--- config.mk ---
export PLATFORM = sky130hd
export DESIGN_NAME = gan_loss_and_gradient
export DESIGN_NICKNAME = d
export VERILOG_FILES = /design/src/hw/rtl/glg_pkg.sv /design/src/hw/rtl/gan_loss_and_gradient.sv
export SDC_FILE = /design/constraint.sdc
export NUM_CORES = 2
export LEC_CHECK = 0
export BUFFER_PORTS_ARGS = -buffer_cell sky130_fd_sc_hd__buf_2
export CAP_MARGIN = 0
export CORE_UTILIZATION = 40
export DETAILED_ROUTE_END_ITERATION = 8
export GPL_TIMING_DRIVEN = 0
export MAX_ROUTING_LAYER = met4
export SYNTH_ARGS = -nofsm -noshare
export SYNTH_HDL_FRONTEND = slang
export SYNTH_SLANG_ARGS = --single-unit
--- constraint.sdc ---
create_clock -name aclk -period 15.98 [get_ports aclk]
set_clock_uncertainty 0.2 [all_clocks]
set_input_delay 3.196 -clock aclk [delete_from_list [all_inputs] [get_ports aclk]]
set_output_delay 3.196 -clock aclk [all_outputs]
set_load 0.01 [all_outputs]
--- src/hw/rtl/glg_pkg.sv ---
// Package with types, constants and lookup tables for the GAN loss and gradient block.
`default_nettype none

package glg_pkg;

    typedef enum logic [2:0] {
        MODE_BCE_REAL  = 3'd0,
        MODE_BCE_FAKE  = 3'd1,
        MODE_HINGE_DR  = 3'd2,
        MODE_HINGE_DF  = 3'd3,
        MODE_HINGE_G   = 3'd4
    } loss_mode_t;

    // register index, taken from paddr[2]
    localparam logic REG_LOSS_MODE     = 1'b0;
    localparam logic REG_ELEMENT_COUNT = 1'b1;

    localparam logic [16:0] LOG2E_Q16   = 17'd94548;
    localparam logic [25:0] BCE_CAP_Q16 = 26'd1810827;
    localparam logic [24:0] ONE_Q16     = 25'd65536;
    localparam logic [16:0] MAX_COUNT   = 17'd65536;
    localparam logic [15:0] LN2_Q16     = 16'd45426;

    // 2^-(i/16) in Q16
    function automatic logic [16:0] pow2_tab(input logic [4:0] idx);
        logic [16:0] v;
        case (idx)
            5'd0:    v = 17'd65536;
            5'd1:    v = 17'd62757;
            5'd2:    v = 17'd60097;
            5'd3:    v = 17'd57549;
            5'd4:    v = 17'd55109;
            5'd5:    v = 17'd52773;
            5'd6:    v = 17'd50535;
            5'd7:    v = 17'd48393;
            5'd8:    v = 17'd46341;
            5'd9:    v = 17'd44376;
            5'd10:   v = 17'd42495;
            5'd11:   v = 17'd40693;
            5'd12:   v = 17'd38968;
            5'd13:   v = 17'd37316;
            5'd14:   v = 17'd35734;
            5'd15:   v = 17'd34219;
            default: v = 17'd32768;
        endcase
        return v;
    endfunction

    // ln(1 + i/16) in Q16
    function automatic logic [15:0] ln1p_tab(input logic [4:0] idx);
        logic [15:0] v;
        case (idx)
            5'd0:    v = 16'd0;
            5'd1:    v = 16'd3973;
            5'd2:    v = 16'd7719;
            5'd3:    v = 16'd11262;
            5'd4:    v = 16'd14624;
            5'd5:    v = 16'd17821;
            5'd6:    v = 16'd20870;
            5'd7:    v = 16'd23783;
            5'd8:    v = 16'd26573;
            5'd9:    v = 16'd29248;
            5'd10:   v = 16'd31818;
            5'd11:   v = 16'd34292;
            5'd12:   v = 16'd36675;
            5'd13:   v = 16'd38975;
            5'd14:   v = 16'd41196;
            5'd15:   v = 16'd43345;
            default: v = 16'd45426;
        endcase
        return v;
    endfunction

endpackage

`default_nettype wire

--- src/hw/rtl/gan_loss_and_gradient.sv ---
// Top level of the GAN loss and gradient block: sequencer, shared divider and APB registers.
`default_nettype none

// One logit (Q8.8) enters per transaction and one result leaves: the logit's
// gradient divided by the element count (Q2.30) and, on the transaction marked
// tlast, the batch mean loss (Q16.16, zero otherwise). loss_mode picks BCE
// real/fake or hinge discriminator real/fake/generator; element_count is the
// batch size, with 0 read as 1 and anything above 65536 read as 65536. A
// single restoring divider, one quotient bit per cycle, carries the sigmoid,
// the gradient scaling and the mean. A BCE item is accepted, set up, then goes
// through exp, log, the sigmoid division, the gradient division, the sum and
// the output; hinge items skip exp, log and the sigmoid, and a tlast item adds
// the mean division after the sum. s_tready is high only while the sequencer
// is idle; the output register lets the next transaction enter while a result
// waits.
// Write registers only between batches with no transaction in flight.
module gan_loss_and_gradient (
    input  wire         aclk,
    input  wire         aresetn,
    // input stream
    input  wire         s_tvalid,
    output logic        s_tready,
    input  wire  [15:0] s_tdata,   // [15:0] logit
    input  wire         s_tlast,
    // result stream
    output logic        m_tvalid,
    input  wire         m_tready,
    output logic [63:0] m_tdata,   // [31:0] grad, [63:32] mean_loss
    output logic        m_tlast,
    // configuration
    input  wire         psel,
    input  wire         penable,
    input  wire         pwrite,
    input  wire  [2:0]  paddr,
    input  wire  [31:0] pwdata,
    output logic [31:0] prdata,
    output logic        pready
);
    import glg_pkg::*;

    typedef enum logic [8:0] {
        S_IDLE = 9'b000000001,
        S_MUL  = 9'b000000010,
        S_EXP  = 9'b000000100,
        S_LN   = 9'b000001000,
        S_DIVP = 9'b000010000,
        S_DIVG = 9'b000100000,
        S_SUM  = 9'b001000000,
        S_DIVM = 9'b010000000,
        S_DONE = 9'b100000000
    } state_t;

    state_t             state_reg;
    logic [2:0]         loss_mode_reg;
    logic [16:0]        element_count_reg;

    logic signed [23:0] x16_reg;
    logic               last_reg;
    logic [2:0]         mode_reg;
    logic [16:0]        n_reg;
    logic [24:0]        u_reg;
    logic [32:0]        e_reg;
    logic signed [25:0] term_reg;
    logic               neg_reg;
    logic [31:0]        grad_reg;
    logic [31:0]        mean_reg;
    logic signed [39:0] loss_sum_reg;

    // shared divider
    logic [62:0]        dvd_reg;
    logic [34:0]        rem_reg;
    logic [62:0]        quo_reg;
    logic [33:0]        dsr_reg;
    logic [5:0]         cnt_reg;

    logic               m_tvalid_reg;
    logic [31:0]        m_grad_reg;
    logic [31:0]        m_mean_reg;
    logic               m_last_reg;

    // ---------------- configuration port ----------------
    logic cfg_wr;
    assign cfg_wr = psel && penable && pwrite;
    assign pready = 1'b1;

    always_comb begin
        case (paddr[2])
            REG_LOSS_MODE: prdata = {29'd0, loss_mode_reg};
            default:       prdata = {15'd0, element_count_reg};
        endcase
    end

    always_ff @(posedge aclk) begin
        if (!aresetn) begin
            loss_mode_reg     <= 3'd0;
            element_count_reg <= 17'd1;
        end else if (cfg_wr) begin
            if (paddr[2] == REG_LOSS_MODE) begin
                loss_mode_reg <= pwdata[2:0];
            end else begin
                element_count_reg <= pwdata[16:0];
            end
        end
    end

    // ---------------- datapath ----------------
    logic [16:0] n_clamp;
    always_comb begin
        if (element_count_reg == 17'd0) begin
            n_clamp = 17'd1;
        end else if (element_count_reg > MAX_COUNT) begin
            n_clamp = MAX_COUNT;
        end else begin
            n_clamp = element_count_reg;
        end
    end

    logic [23:0] t_abs;
    logic [40:0] prod;
    assign t_abs = x16_reg[23] ? (~x16_reg + 24'd1) : x16_reg;
    assign prod  = {17'd0, t_abs} * {24'd0, LOG2E_Q16};

    // exp(-t) in Q32 from u = t*log2(e)
    logic [8:0]  k_val;
    logic [16:0] pa, pb, pdiff, mval;
    logic [23:0] pip;
    logic [32:0] e_val;
    always_comb begin
        k_val = u_reg[24:16];
        pa    = pow2_tab({1'b0, u_reg[15:12]});
        pb    = pow2_tab({1'b0, u_reg[15:12]} + 5'd1);
        pdiff = pa - pb;
        pip   = {12'd0, pdiff[11:0]} * {12'd0, u_reg[11:0]};
        mval  = pa - {5'd0, pip[23:12]};
        if (k_val >= 9'd48) begin
            e_val = 33'd0;
        end else begin
            e_val = {mval, 16'd0} >> k_val;
        end
    end

    // softplus term for BCE
    logic [15:0]        la, lb, ldiff, ln_val;
    logic [27:0]        lip;
    logic signed [24:0] sx, zs, zpos;
    logic signed [25:0] bterm;
    always_comb begin
        la    = ln1p_tab({1'b0, e_reg[31:28]});
        lb    = ln1p_tab({1'b0, e_reg[31:28]} + 5'd1);
        ldiff = lb - la;
        lip   = {16'd0, ldiff[11:0]} * {12'd0, e_reg[27:12]};
        ln_val = e_reg[32] ? LN2_Q16 : la + {4'd0, lip[27:16]};
        sx    = {x16_reg[23], x16_reg};
        zs    = (mode_reg == MODE_BCE_REAL) ? -sx : sx;
        zpos  = zs[24] ? 25'sd0 : zs;
        bterm = {zpos[24], zpos} + $signed({10'd0, ln_val});
        if (bterm > $signed(BCE_CAP_Q16)) begin
            bterm = $signed(BCE_CAP_Q16);
        end
    end

    // hinge margins
    logic signed [24:0] hm_real, hm_fake;
    assign hm_real = $signed(ONE_Q16) - sx;
    assign hm_fake = $signed(ONE_Q16) + sx;

    // hinge and unused modes: loss term, sign and gradient dividend from setup
    logic signed [25:0] h_term;
    logic               h_neg;
    logic [62:0]        h_dvd;
    always_comb begin
        h_term = 26'sd0;
        h_neg  = 1'b0;
        h_dvd  = 63'd0;
        case (mode_reg)
            MODE_HINGE_DR: begin
                if (hm_real > 25'sd0) begin
                    h_term = {hm_real[24], hm_real};
                    h_neg  = 1'b1;
                    h_dvd  = {31'h4000_0000, 32'd0};
                end
            end
            MODE_HINGE_DF: begin
                if (hm_fake > 25'sd0) begin
                    h_term = {hm_fake[24], hm_fake};
                    h_dvd  = {31'h4000_0000, 32'd0};
                end
            end
            MODE_HINGE_G: begin
                h_term = -{sx[24], sx};
                h_neg  = 1'b1;
                h_dvd  = {31'h4000_0000, 32'd0};
            end
            default: begin
            end
        endcase
    end

    // divider step
    logic [34:0] rs;
    logic        ge;
    logic [34:0] rem_next;
    logic [62:0] quo_next;
    assign rs       = {rem_reg[33:0], dvd_reg[62]};
    assign ge       = rs >= {1'b0, dsr_reg};
    assign rem_next = ge ? rs - {1'b0, dsr_reg} : rs;
    assign quo_next = {quo_reg[61:0], ge};

    logic div_done;
    assign div_done = (cnt_reg == 6'd1);

    // sigmoid-based gradient magnitude
    logic [30:0] p_val, bce_mag;
    assign p_val   = quo_next[30:0];
    assign bce_mag = (mode_reg == MODE_BCE_REAL) ? (31'h4000_0000 - p_val) : p_val;

    // saturating sum
    logic signed [40:0] sum_wide;
    logic signed [39:0] sum_sat;
    logic [39:0]        sum_mag;
    always_comb begin
        sum_wide = {loss_sum_reg[39], loss_sum_reg} + {{15{term_reg[25]}}, term_reg};
        if (sum_wide > 41'sh07F_FFFF_FFFF) begin
            sum_sat = 40'sh7F_FFFF_FFFF;
        end else if (sum_wide < -41'sh080_0000_0000) begin
            sum_sat = -40'sh80_0000_0000;
        end else begin
            sum_sat = sum_wide[39:0];
        end
        sum_mag = sum_sat[39] ? (~sum_sat + 40'd1) : sum_sat;
    end

    // mean with saturation to 32 bits
    logic [39:0] mq;
    logic [31:0] mean_sat;
    always_comb begin
        mq = quo_next[39:0];
        if (!neg_reg) begin
            mean_sat = (mq > 40'h00_7FFF_FFFF) ? 32'h7FFF_FFFF : mq[31:0];
        end else begin
            mean_sat = (mq > 40'h00_8000_0000) ? 32'h8000_0000 : (~mq[31:0] + 32'd1);
        end
    end

    // ---------------- sequencer ----------------
    always_ff @(posedge aclk) begin
        if (!aresetn) begin
            state_reg    <= S_IDLE;
            loss_sum_reg <= 40'sd0;
            m_tvalid_reg <= 1'b0;
            cnt_reg      <= 6'd0;
        end else begin
            // S_DONE reloads the output register itself
            if (m_tvalid_reg && m_tready && state_reg != S_DONE) begin
                m_tvalid_reg <= 1'b0;
            end
            // the sigmoid's last step reloads the divider for the gradient
            if ((state_reg == S_DIVP && !div_done) || state_reg == S_DIVG ||
                state_reg == S_DIVM) begin
                dvd_reg <= {dvd_reg[61:0], 1'b0};
                rem_reg <= rem_next;
                quo_reg <= quo_next;
                cnt_reg <= cnt_reg - 6'd1;
            end
            case (state_reg)
                S_IDLE: begin
                    if (s_tvalid) begin
                        x16_reg  <= {s_tdata, 8'd0};
                        last_reg <= s_tlast;
                        mode_reg <= loss_mode_reg;
                        n_reg    <= n_clamp;
                        state_reg <= S_MUL;
                    end
                end
                S_MUL: begin
                    u_reg    <= prod[40:16];
                    // hinge and unused modes load the gradient division here
                    dvd_reg  <= h_dvd;
                    rem_reg  <= 35'd0;
                    quo_reg  <= 63'd0;
                    dsr_reg  <= {17'd0, n_reg};
                    cnt_reg  <= 6'd31;
                    term_reg <= h_term;
                    neg_reg  <= h_neg;
                    if (mode_reg inside {MODE_BCE_REAL, MODE_BCE_FAKE}) begin
                        state_reg <= S_EXP;
                    end else begin
                        state_reg <= S_DIVG;
                    end
                end
                S_EXP: begin
                    e_reg     <= e_val;
                    state_reg <= S_LN;
                end
                S_LN: begin
                    term_reg <= bterm;
                    dvd_reg  <= x16_reg[23] ? {e_reg[32:0], 30'd0} : {1'b1, 62'd0};
                    rem_reg  <= 35'd0;
                    quo_reg  <= 63'd0;
                    dsr_reg  <= {1'b0, 33'h1_0000_0000} + {1'b0, e_reg};
                    cnt_reg  <= 6'd63;
                    state_reg <= S_DIVP;
                end
                S_DIVP: begin
                    if (div_done) begin
                        dvd_reg <= {bce_mag, 32'd0};
                        rem_reg <= 35'd0;
                        quo_reg <= 63'd0;
                        dsr_reg <= {17'd0, n_reg};
                        cnt_reg <= 6'd31;
                        neg_reg <= (mode_reg == MODE_BCE_REAL);
                        state_reg <= S_DIVG;
                    end
                end
                S_DIVG: begin
                    if (div_done) begin
                        grad_reg  <= neg_reg ? (~{1'b0, quo_next[30:0]} + 32'd1)
                                             : {1'b0, quo_next[30:0]};
                        state_reg <= S_SUM;
                    end
                end
                S_SUM: begin
                    loss_sum_reg <= sum_sat;
                    mean_reg     <= 32'd0;
                    if (last_reg) begin
                        dvd_reg <= {sum_mag, 23'd0};
                        rem_reg <= 35'd0;
                        quo_reg <= 63'd0;
                        dsr_reg <= {17'd0, n_reg};
                        cnt_reg <= 6'd40;
                        neg_reg <= sum_sat[39];
                        state_reg <= S_DIVM;
                    end else begin
                        state_reg <= S_DONE;
                    end
                end
                S_DIVM: begin
                    if (div_done) begin
                        mean_reg     <= mean_sat;
                        loss_sum_reg <= 40'sd0;
                        state_reg    <= S_DONE;
                    end
                end
                S_DONE: begin
                    // hand over once the output register is free
                    if (!m_tvalid_reg || m_tready) begin
                        m_tvalid_reg <= 1'b1;
                        m_grad_reg   <= grad_reg;
                        m_mean_reg   <= mean_reg;
                        m_last_reg   <= last_reg;
                        state_reg    <= S_IDLE;
                    end
                end
                default: begin
                    state_reg <= S_IDLE;
                end
            endcase
        end
    end

    assign s_tready = (state_reg == S_IDLE);
    assign m_tvalid = m_tvalid_reg;
    assign m_tdata  = {m_mean_reg, m_grad_reg};
    assign m_tlast  = m_last_reg;

`ifndef SYNTHESIS
    a_state_onehot: assert property (@(posedge aclk) disable iff (!aresetn)
        $onehot(state_reg))
        else $error("sequencer state not one-hot");

    a_mean_only_last: assert property (@(posedge aclk) disable iff (!aresetn)
        (m_tvalid && !m_tlast) |-> (m_tdata[63:32] == 32'd0))
        else $error("mean loss nonzero on a non-last result");

    a_sum_cleared: assert property (@(posedge aclk) disable iff (!aresetn)
        (state_reg == S_DONE && last_reg) |-> (loss_sum_reg == 40'sd0))
        else $error("loss sum not cleared after last element");

    a_divider_count: assert property (@(posedge aclk) disable iff (!aresetn)
        (state_reg == S_DIVP || state_reg == S_DIVG || state_reg == S_DIVM)
            |-> (cnt_reg != 6'd0))
        else $error("divider ran out of steps");
`endif

endmodule

`default_nettype wire
Yosys cells after proc, flatten, opt, wreduce, memory -nomap -nowiden --
Memories as Yosys holds them, arrays and structs flattened. A register that Yosys moved wholly into a read port is not among the register bits. Index checks and enable logic that the tools add are counted.
Storage, ports and cells: register bits after elaboration 522, ROM bits 1056, input bits 59, output and inout port bits 100, word-level logic and storage cells 189, memories 4
Operators by class: add/sub/neg operators 20, $mul 3, magnitude comparators 10, equal/unequal tests 21, shift-type cells 1, mux-type cells 68, bitwise gates (word level) 5, reduce and logical (&&, ||, !) cells 32
Memory list:
- (no name shown) | words 16, width 17, read ports 1, clocked after memory_dff 1, wr ports 0, line glg_pkg.sv:27 | case (idx)
- (no name shown) | words 16, width 17, read ports 1, clocked after memory_dff 0, wr ports 0, line glg_pkg.sv:27
- (no name shown) | words 16, width 16, read ports 1, clocked after memory_dff 1, wr ports 0, line glg_pkg.sv:52 | case (idx)
- (no name shown) | words 16, width 16, read ports 1, clocked after memory_dff 0, wr ports 0, line glg_pkg.sv:52
Operators by type and width (count):
- 63-bit 2-to-1 mux | 9
- 63-bit case mux with 3 select lines | 2
- 63-bit case mux with 4 select lines | 1
- 40-bit 2-to-1 mux | 4
- 35-bit 2-to-1 mux | 4
- 34-bit case mux with 4 select lines | 1
- 32-bit 2-to-1 mux | 4
- 35-bit case mux with 3 select lines | 1
- 9-bit case mux with 9 select lines | 1
- 40-bit case mux with 2 select lines | 1
- 26-bit case mux with 3 select lines | 1
- 34-bit 2-to-1 mux | 2
- 32-bit by 1-bit adder with 32-bit output, second input constant | 2
- 32-bit case mux with 2 select lines | 1
- 31-bit 2-to-1 mux | 2
- 9-bit 2-to-1 mux | 6
- 26-bit 2-to-1 mux | 2
- 26-bit case mux with 2 select lines | 1
- 25-bit by 1-bit > comparator with 1-bit output, second input constant | 2
- 25-bit 2-to-1 mux | 2
- 24-bit 2-to-1 mux | 2
- 40-bit by 26-bit adder with 41-bit output | 1
- 41-bit by 40-bit > comparator with 1-bit output, second input constant | 1
- 41-bit by 40-bit less-than comparator with 1-bit output, second input constant | 1
- 67 further kinds | 106

Longest topological paths before layout --
An unclocked memory read counts as a cell.
word-level depth 11, mapped depth 64, depth with buffers taken out 64

Worst setup path before layout --
No wires, ideal clock.
path kind reg-to-reg, start register e_reg[28], end register term_reg[13], data pin, library setup time 0.272 ns, data arrival time 12.368 ns, required time 15.508 ns, slack 3.140 ns, stages on the path, launching flop included 61, path buffers 2, clock period less this slack 12.840 ns, cell sequence edfxtp_1 -> ha_1 -> inv_1 -> ha_1 -> clkbuf_1 -> nor3_1 -> o32ai_1 -> ha_1 -> nor2b_1 -> o21ai_0 -> nand2b_1 -> a21o_1 -> a21o_1 -> a21o_1 -> a21o_1 -> a21o_1 -> a21oi_1 -> xnor2_1 -> [25 not listed] -> a21boi_0 -> o21ai_0 -> nand2b_1 -> xnor2_1 -> nor2_1 -> ha_1 -> nor2b_1 -> o21ai_0 -> a21boi_0 -> o21ai_0 -> nand2_1 -> xor2_1 -> or3_1 -> or3_1 -> a41o_1 -> a21oi_4 -> nand2b_1 -> o211ai_1
On the way: cells in the longest elaborated chain, start to end 11
Ends and longest elaborated chain:
- from (decl) | line gan_loss_and_gradient.sv:62 | logic [32:0] e_reg;
- from (signal assigned) | line gan_loss_and_gradient.sv:292 | e_reg <= e_val;
- 4-bit by 1-bit adder with 5-bit output * | line gan_loss_and_gradient.sv:149 | lb = ln1p_tab({1'b0, e_reg[31:28]} + 5'd1);
- memory 16 x 16 bit
- 12-bit 2-to-1 mux * | line glg_pkg.sv:52
- 12-bit subtractor * | line gan_loss_and_gradient.sv:150 | ldiff = lb - la;
- 12-bit by 16-bit multiplier with 28-bit output * | line gan_loss_and_gradient.sv:151 | lip = {16'd0, ldiff[11:0]} * {12'd0, e_reg[27:12]};
- 16-bit by 12-bit adder with 16-bit output * | line gan_loss_and_gradient.sv:152 | ln_val = e_reg[32] ? LN2_Q16 : la + {4'd0, lip[27:16]};
- 16-bit 2-to-1 mux * | line gan_loss_and_gradient.sv:152
- 24-bit by 16-bit adder with 25-bit output * | line gan_loss_and_gradient.sv:156 | bterm = {zpos[24], zpos} + $signed({10'd0, ln_val});
- 25-bit by 21-bit > comparator with 1-bit output | line gan_loss_and_gradient.sv:157 | if (bterm > $signed(BCE_CAP_Q16)) begin
- 25-bit 2-to-1 mux * | line gan_loss_and_gradient.sv:157
- 26-bit case mux with 2 select lines * | line gan_loss_and_gradient.sv:265 | case (state_reg)
- to (signal assigned) | line gan_loss_and_gradient.sv:283 | term_reg <= h_term;
- to (signal assigned) | line gan_loss_and_gradient.sv:296 | term_reg <= bterm;
- to (decl) | line gan_loss_and_gradient.sv:63 | logic signed [25:0] term_reg;
Every way passes the cells marked *; elsewhere a longest branch is shown, timed or not. A chain may end at the register's enable or synchronous reset.

Worst setup path after layout --
start register e_reg[29], end register term_reg[18], data pin
Same word-level chain as after synthesis.

==> Flow_metrics.wiki <==
{| class="wikitable"
! Metric !! Value
|-
| Total routed wirelength || 152700 µm
|-
| Clock transition time at the flip-flop clock pins of the worst setup and hold paths || 70 ps
|-
| Total vias in the final route || 40990
|-
| CP required || 16280 ps
|-
| Element type at the critical path start || register
|-
| Total Routing Usage GR || 0.2478
|-
| Detail-routed via count per cell || 5.521
|-
| Sequential Area || 14820 µm²
|-
| Class of the tightest hold or removal check || register to register
|-
| Post-Syn Instances || 5530
|-
| Per-instance average area after synthesis || 8.942 µm²
|-
| DR pass1 iterations || 6
|-
| Maximum number of pins on one net before global-route repair || 90
|-
| Number of max-capacitance violations reported || 0
|-
| Hold slack final || 218.9 ps
|-
| Number of design-rule violations left by the first detailed-router iteration || 3548
|-
| Critical Path Slowest Stage Cell || sky130_fd_sc_hd__fa_1
|-
| Biggest area consumer among synthesized cells || sky130_fd_sc_hd__edfxtp_1
|-
| I/O Pins || 159
|-
| Post-Synthesis Cell Area || 49450 µm²
|-
| Wire length of the first global-routing pass || 236500 µm
|-
| Site Rows || 128
|-
| Data arrival time of the worst path || 15200 ps
|-
| Hold Violations, Final || 0
|-
| Top fanout value on the critical path || 10
|-
| Count of filler cells inserted in the layout || 11910
|-
| Number of endpoints failing setup at the final stage || 0
|-
| Cts bufs inserted || 58
|-
| Number of flip-flops under the largest register name || 63
|-
| Prevailing post-synth register cell || sky130_fd_sc_hd__edfxtp_1
|-
| Synth area leaders || sky130_fd_sc_hd__edfxtp_1 26%, sky130_fd_sc_hd__fa_1 13%, sky130_fd_sc_hd__ha_1 11%
|-
| Sink count of the clock tree || 530
|-
| Cell with the most instances after synthesis || sky130_fd_sc_hd__nand2_1
|-
| Largest stage delay, worst path || 590 ps
|-
| Async set-reset flop share out of synthesis || 0
|-
| Placer congestion estimate || 0.9689
|-
| CTS Buffer Depth || 3
|-
| Die extent in x || 353.6 µm
|-
| Slew Limit Headroom || 0.1389
|-
| Final nets || 6534
|-
| Residual antenna-violating net count after detailed routing || 0
|-
| Outcome || completed
|-
| Flops & latches, synth || 530
|-
| Residual DRC || 0
|-
| Slew at the pin closest to its max-slew limit || 1289 ps
|-
| Number of different library cells in the post-synthesis netlist || 115
|-
| Path type of the worst setup path || register to register
|-
| Synth cell count leaders || 800 x sky130_fd_sc_hd__nand2_1, 537 x sky130_fd_sc_hd__inv_1, 421 x sky130_fd_sc_hd__edfxtp_1, 421 x sky130_fd_sc_hd__ha_1, 375 x sky130_fd_sc_hd__a21oi_1
|-
| Sequential-to-total area share from yosys stat || 0.2998
|-
| Initial core utilization || 0.4047
|-
| Area growth from synthesis to layout || 10.07%
|-
| RSZ-0062 raised after global routing || no
|-
| Core region area || 122200 µm²
|-
| H-Tree Depth || 2
|-
| Final critical-path required period || 14900 ps
|-
| Area of combinational cells with multiple inputs || 31500 µm²
|-
| Yosys Warn Count || 0
|-
| Buffers added on ports || 125
|-
| Area of the die || 125000 µm²
|-
| Post-synth EDFFs || 421
|-
| Insertion delay to the later sink of the worst-skew pair || 680 ps
|-
| Capturing element type of the critical path || register
|-
| Number of pins with negative max-slew slack in the final report || 0
|-
| Ratio of final minimum period to clock period || 0.9325
|-
| Root cell of the clock tree || sky130_fd_sc_hd__clkbuf_16
|-
| Half-perimeter wire length after detailed placement || 120800 µm
|-
| Number of global-route vias before repair || 40020
|-
| Number of antenna violations at the first check in global routing || 6
|-
| Post-Route Setup TNS || 0 ps
|-
| WL per Instance || 20.57 µm
|-
| Height of the chip || 353.6 µm
|-
| Layout cells sized above 1 || 0.06616
|-
| Share of the synthesized area in the top cell type || 0.2557
|-
| Count of hold buffers inserted by post-cts repair || 0
|-
| Grt total ovfl || 0
|-
| Clock tree from TritonCTS || done
|-
| Max Freq || 67.11 MHz
|}
placed cells by master, fill, tap and decap left out, types with 52 or more instances in the layout:
cell,instances
sky130_fd_sc_hd__clkbuf_1,237
sky130_fd_sc_hd__clkbuf_16,58
sky130_fd_sc_hd__and2_1,171
sky130_fd_sc_hd__a21boi_0,52
sky130_fd_sc_hd__a21o_1,76
sky130_fd_sc_hd__a211oi_1,83
sky130_fd_sc_hd__ha_1,420
sky130_fd_sc_hd__nor2_1,360
sky130_fd_sc_hd__xor2_1,107
sky130_fd_sc_hd__nand2_1,800
sky130_fd_sc_hd__buf_2,154
sky130_fd_sc_hd__a21oi_1,374
sky130_fd_sc_hd__nand2b_1,65
sky130_fd_sc_hd__o21ai_0,252
sky130_fd_sc_hd__edfxtp_1,421
sky130_fd_sc_hd__dfxtp_1,109
sky130_fd_sc_hd__nand3_1,81
sky130_fd_sc_hd__xnor2_1,170
sky130_fd_sc_hd__fa_1,314
sky130_fd_sc_hd__nor3_1,84
sky130_fd_sc_hd__inv_1,537
worst max-delay path, delay by kind of cell (launching register included):
kind / cells / cell delay [ps]
adders and majority gates: 11 / 4630
and+or+nand+nor: 15 / 2580
buffers and inverters: 6 / 1050
DFF: 1 / 470
xor gates and xnor gates: 3 / 870
AOI/OAI and AO/OA: 23 / 4940
path summary, 6_finish.rpt:
check / depth (start not counted) / end / startpoint / slack, ps
worst max-delay path: 58 / term_reg[18] / e_reg[29] / 1080
worst min register to register: 0 / m_mean_reg[4] / mean_reg[4] / 220
worst min-delay path: 0 / m_mean_reg[4] / mean_reg[4] / 220
worst max register to register: 58 / term_reg[18] / e_reg[29] / 1080
stage by stage:
| step | std cells | utilization | area, µm² | worst slack, ps |
|---|---|---|---|---|
| global placement | 7294 | 0.4268 | 52160 | -102.9 |
| finish | 7424 | 0.4454 | 54420 | 1079 |
| detailed placement | 7301 | 0.4283 | 52340 | -159.0 |
| CTS | 7410 | 0.4442 | 54280 | 27.17 |
| global route | 7419 | 0.4453 | 54410 | 82.60 |
| floorplan | 5544 | - | 49500 | 3140 |
repair_timing:
item                                    CTS  global route
pin swaps                                 0             1
hold endpoints to repair                  0             0
resized for setup                         3            29
setup buffers                             0             4
endpoints found under the setup margin   11            21
layer usage:
layer  wire, µm  global-route usage
met1      70360              0.3446
met2      68060              0.3806
met3       9929             0.02964
met4       4376             0.06658
met5          0                   -
area by class of cell:
| cell class | instances | share of cell area |
|---|---|---|
| multi-input cells | 4165 | 0.5788 |
| flip-flops and latches | 530 | 0.2724 |
| well taps | 1625 | 0.03736 |
| inverters | 540 | 0.03724 |
| clock buffers | 65 | 0.02715 |
| plain buffers | 309 | 0.02375 |
| repair buffers | 136 | 0.01478 |
| clock inverters | 44 | 0.008092 |
| diodes | 10 | 0.0004598 |
kinds of logic after synthesis:
kind of cell / share of synthesized area
flops: 0.2998
xor+xnor: 0.05028
buf+inv: 0.06688
fa+ha+maj: 0.2359
compound gates: 0.1605
mux: 0.01470
other cells: 0.0001519
simple gates: 0.1718
Power is left out: the tool's default activity adds up to more than one toggle a clock period on the data nets, which glitch-free logic cannot reach.
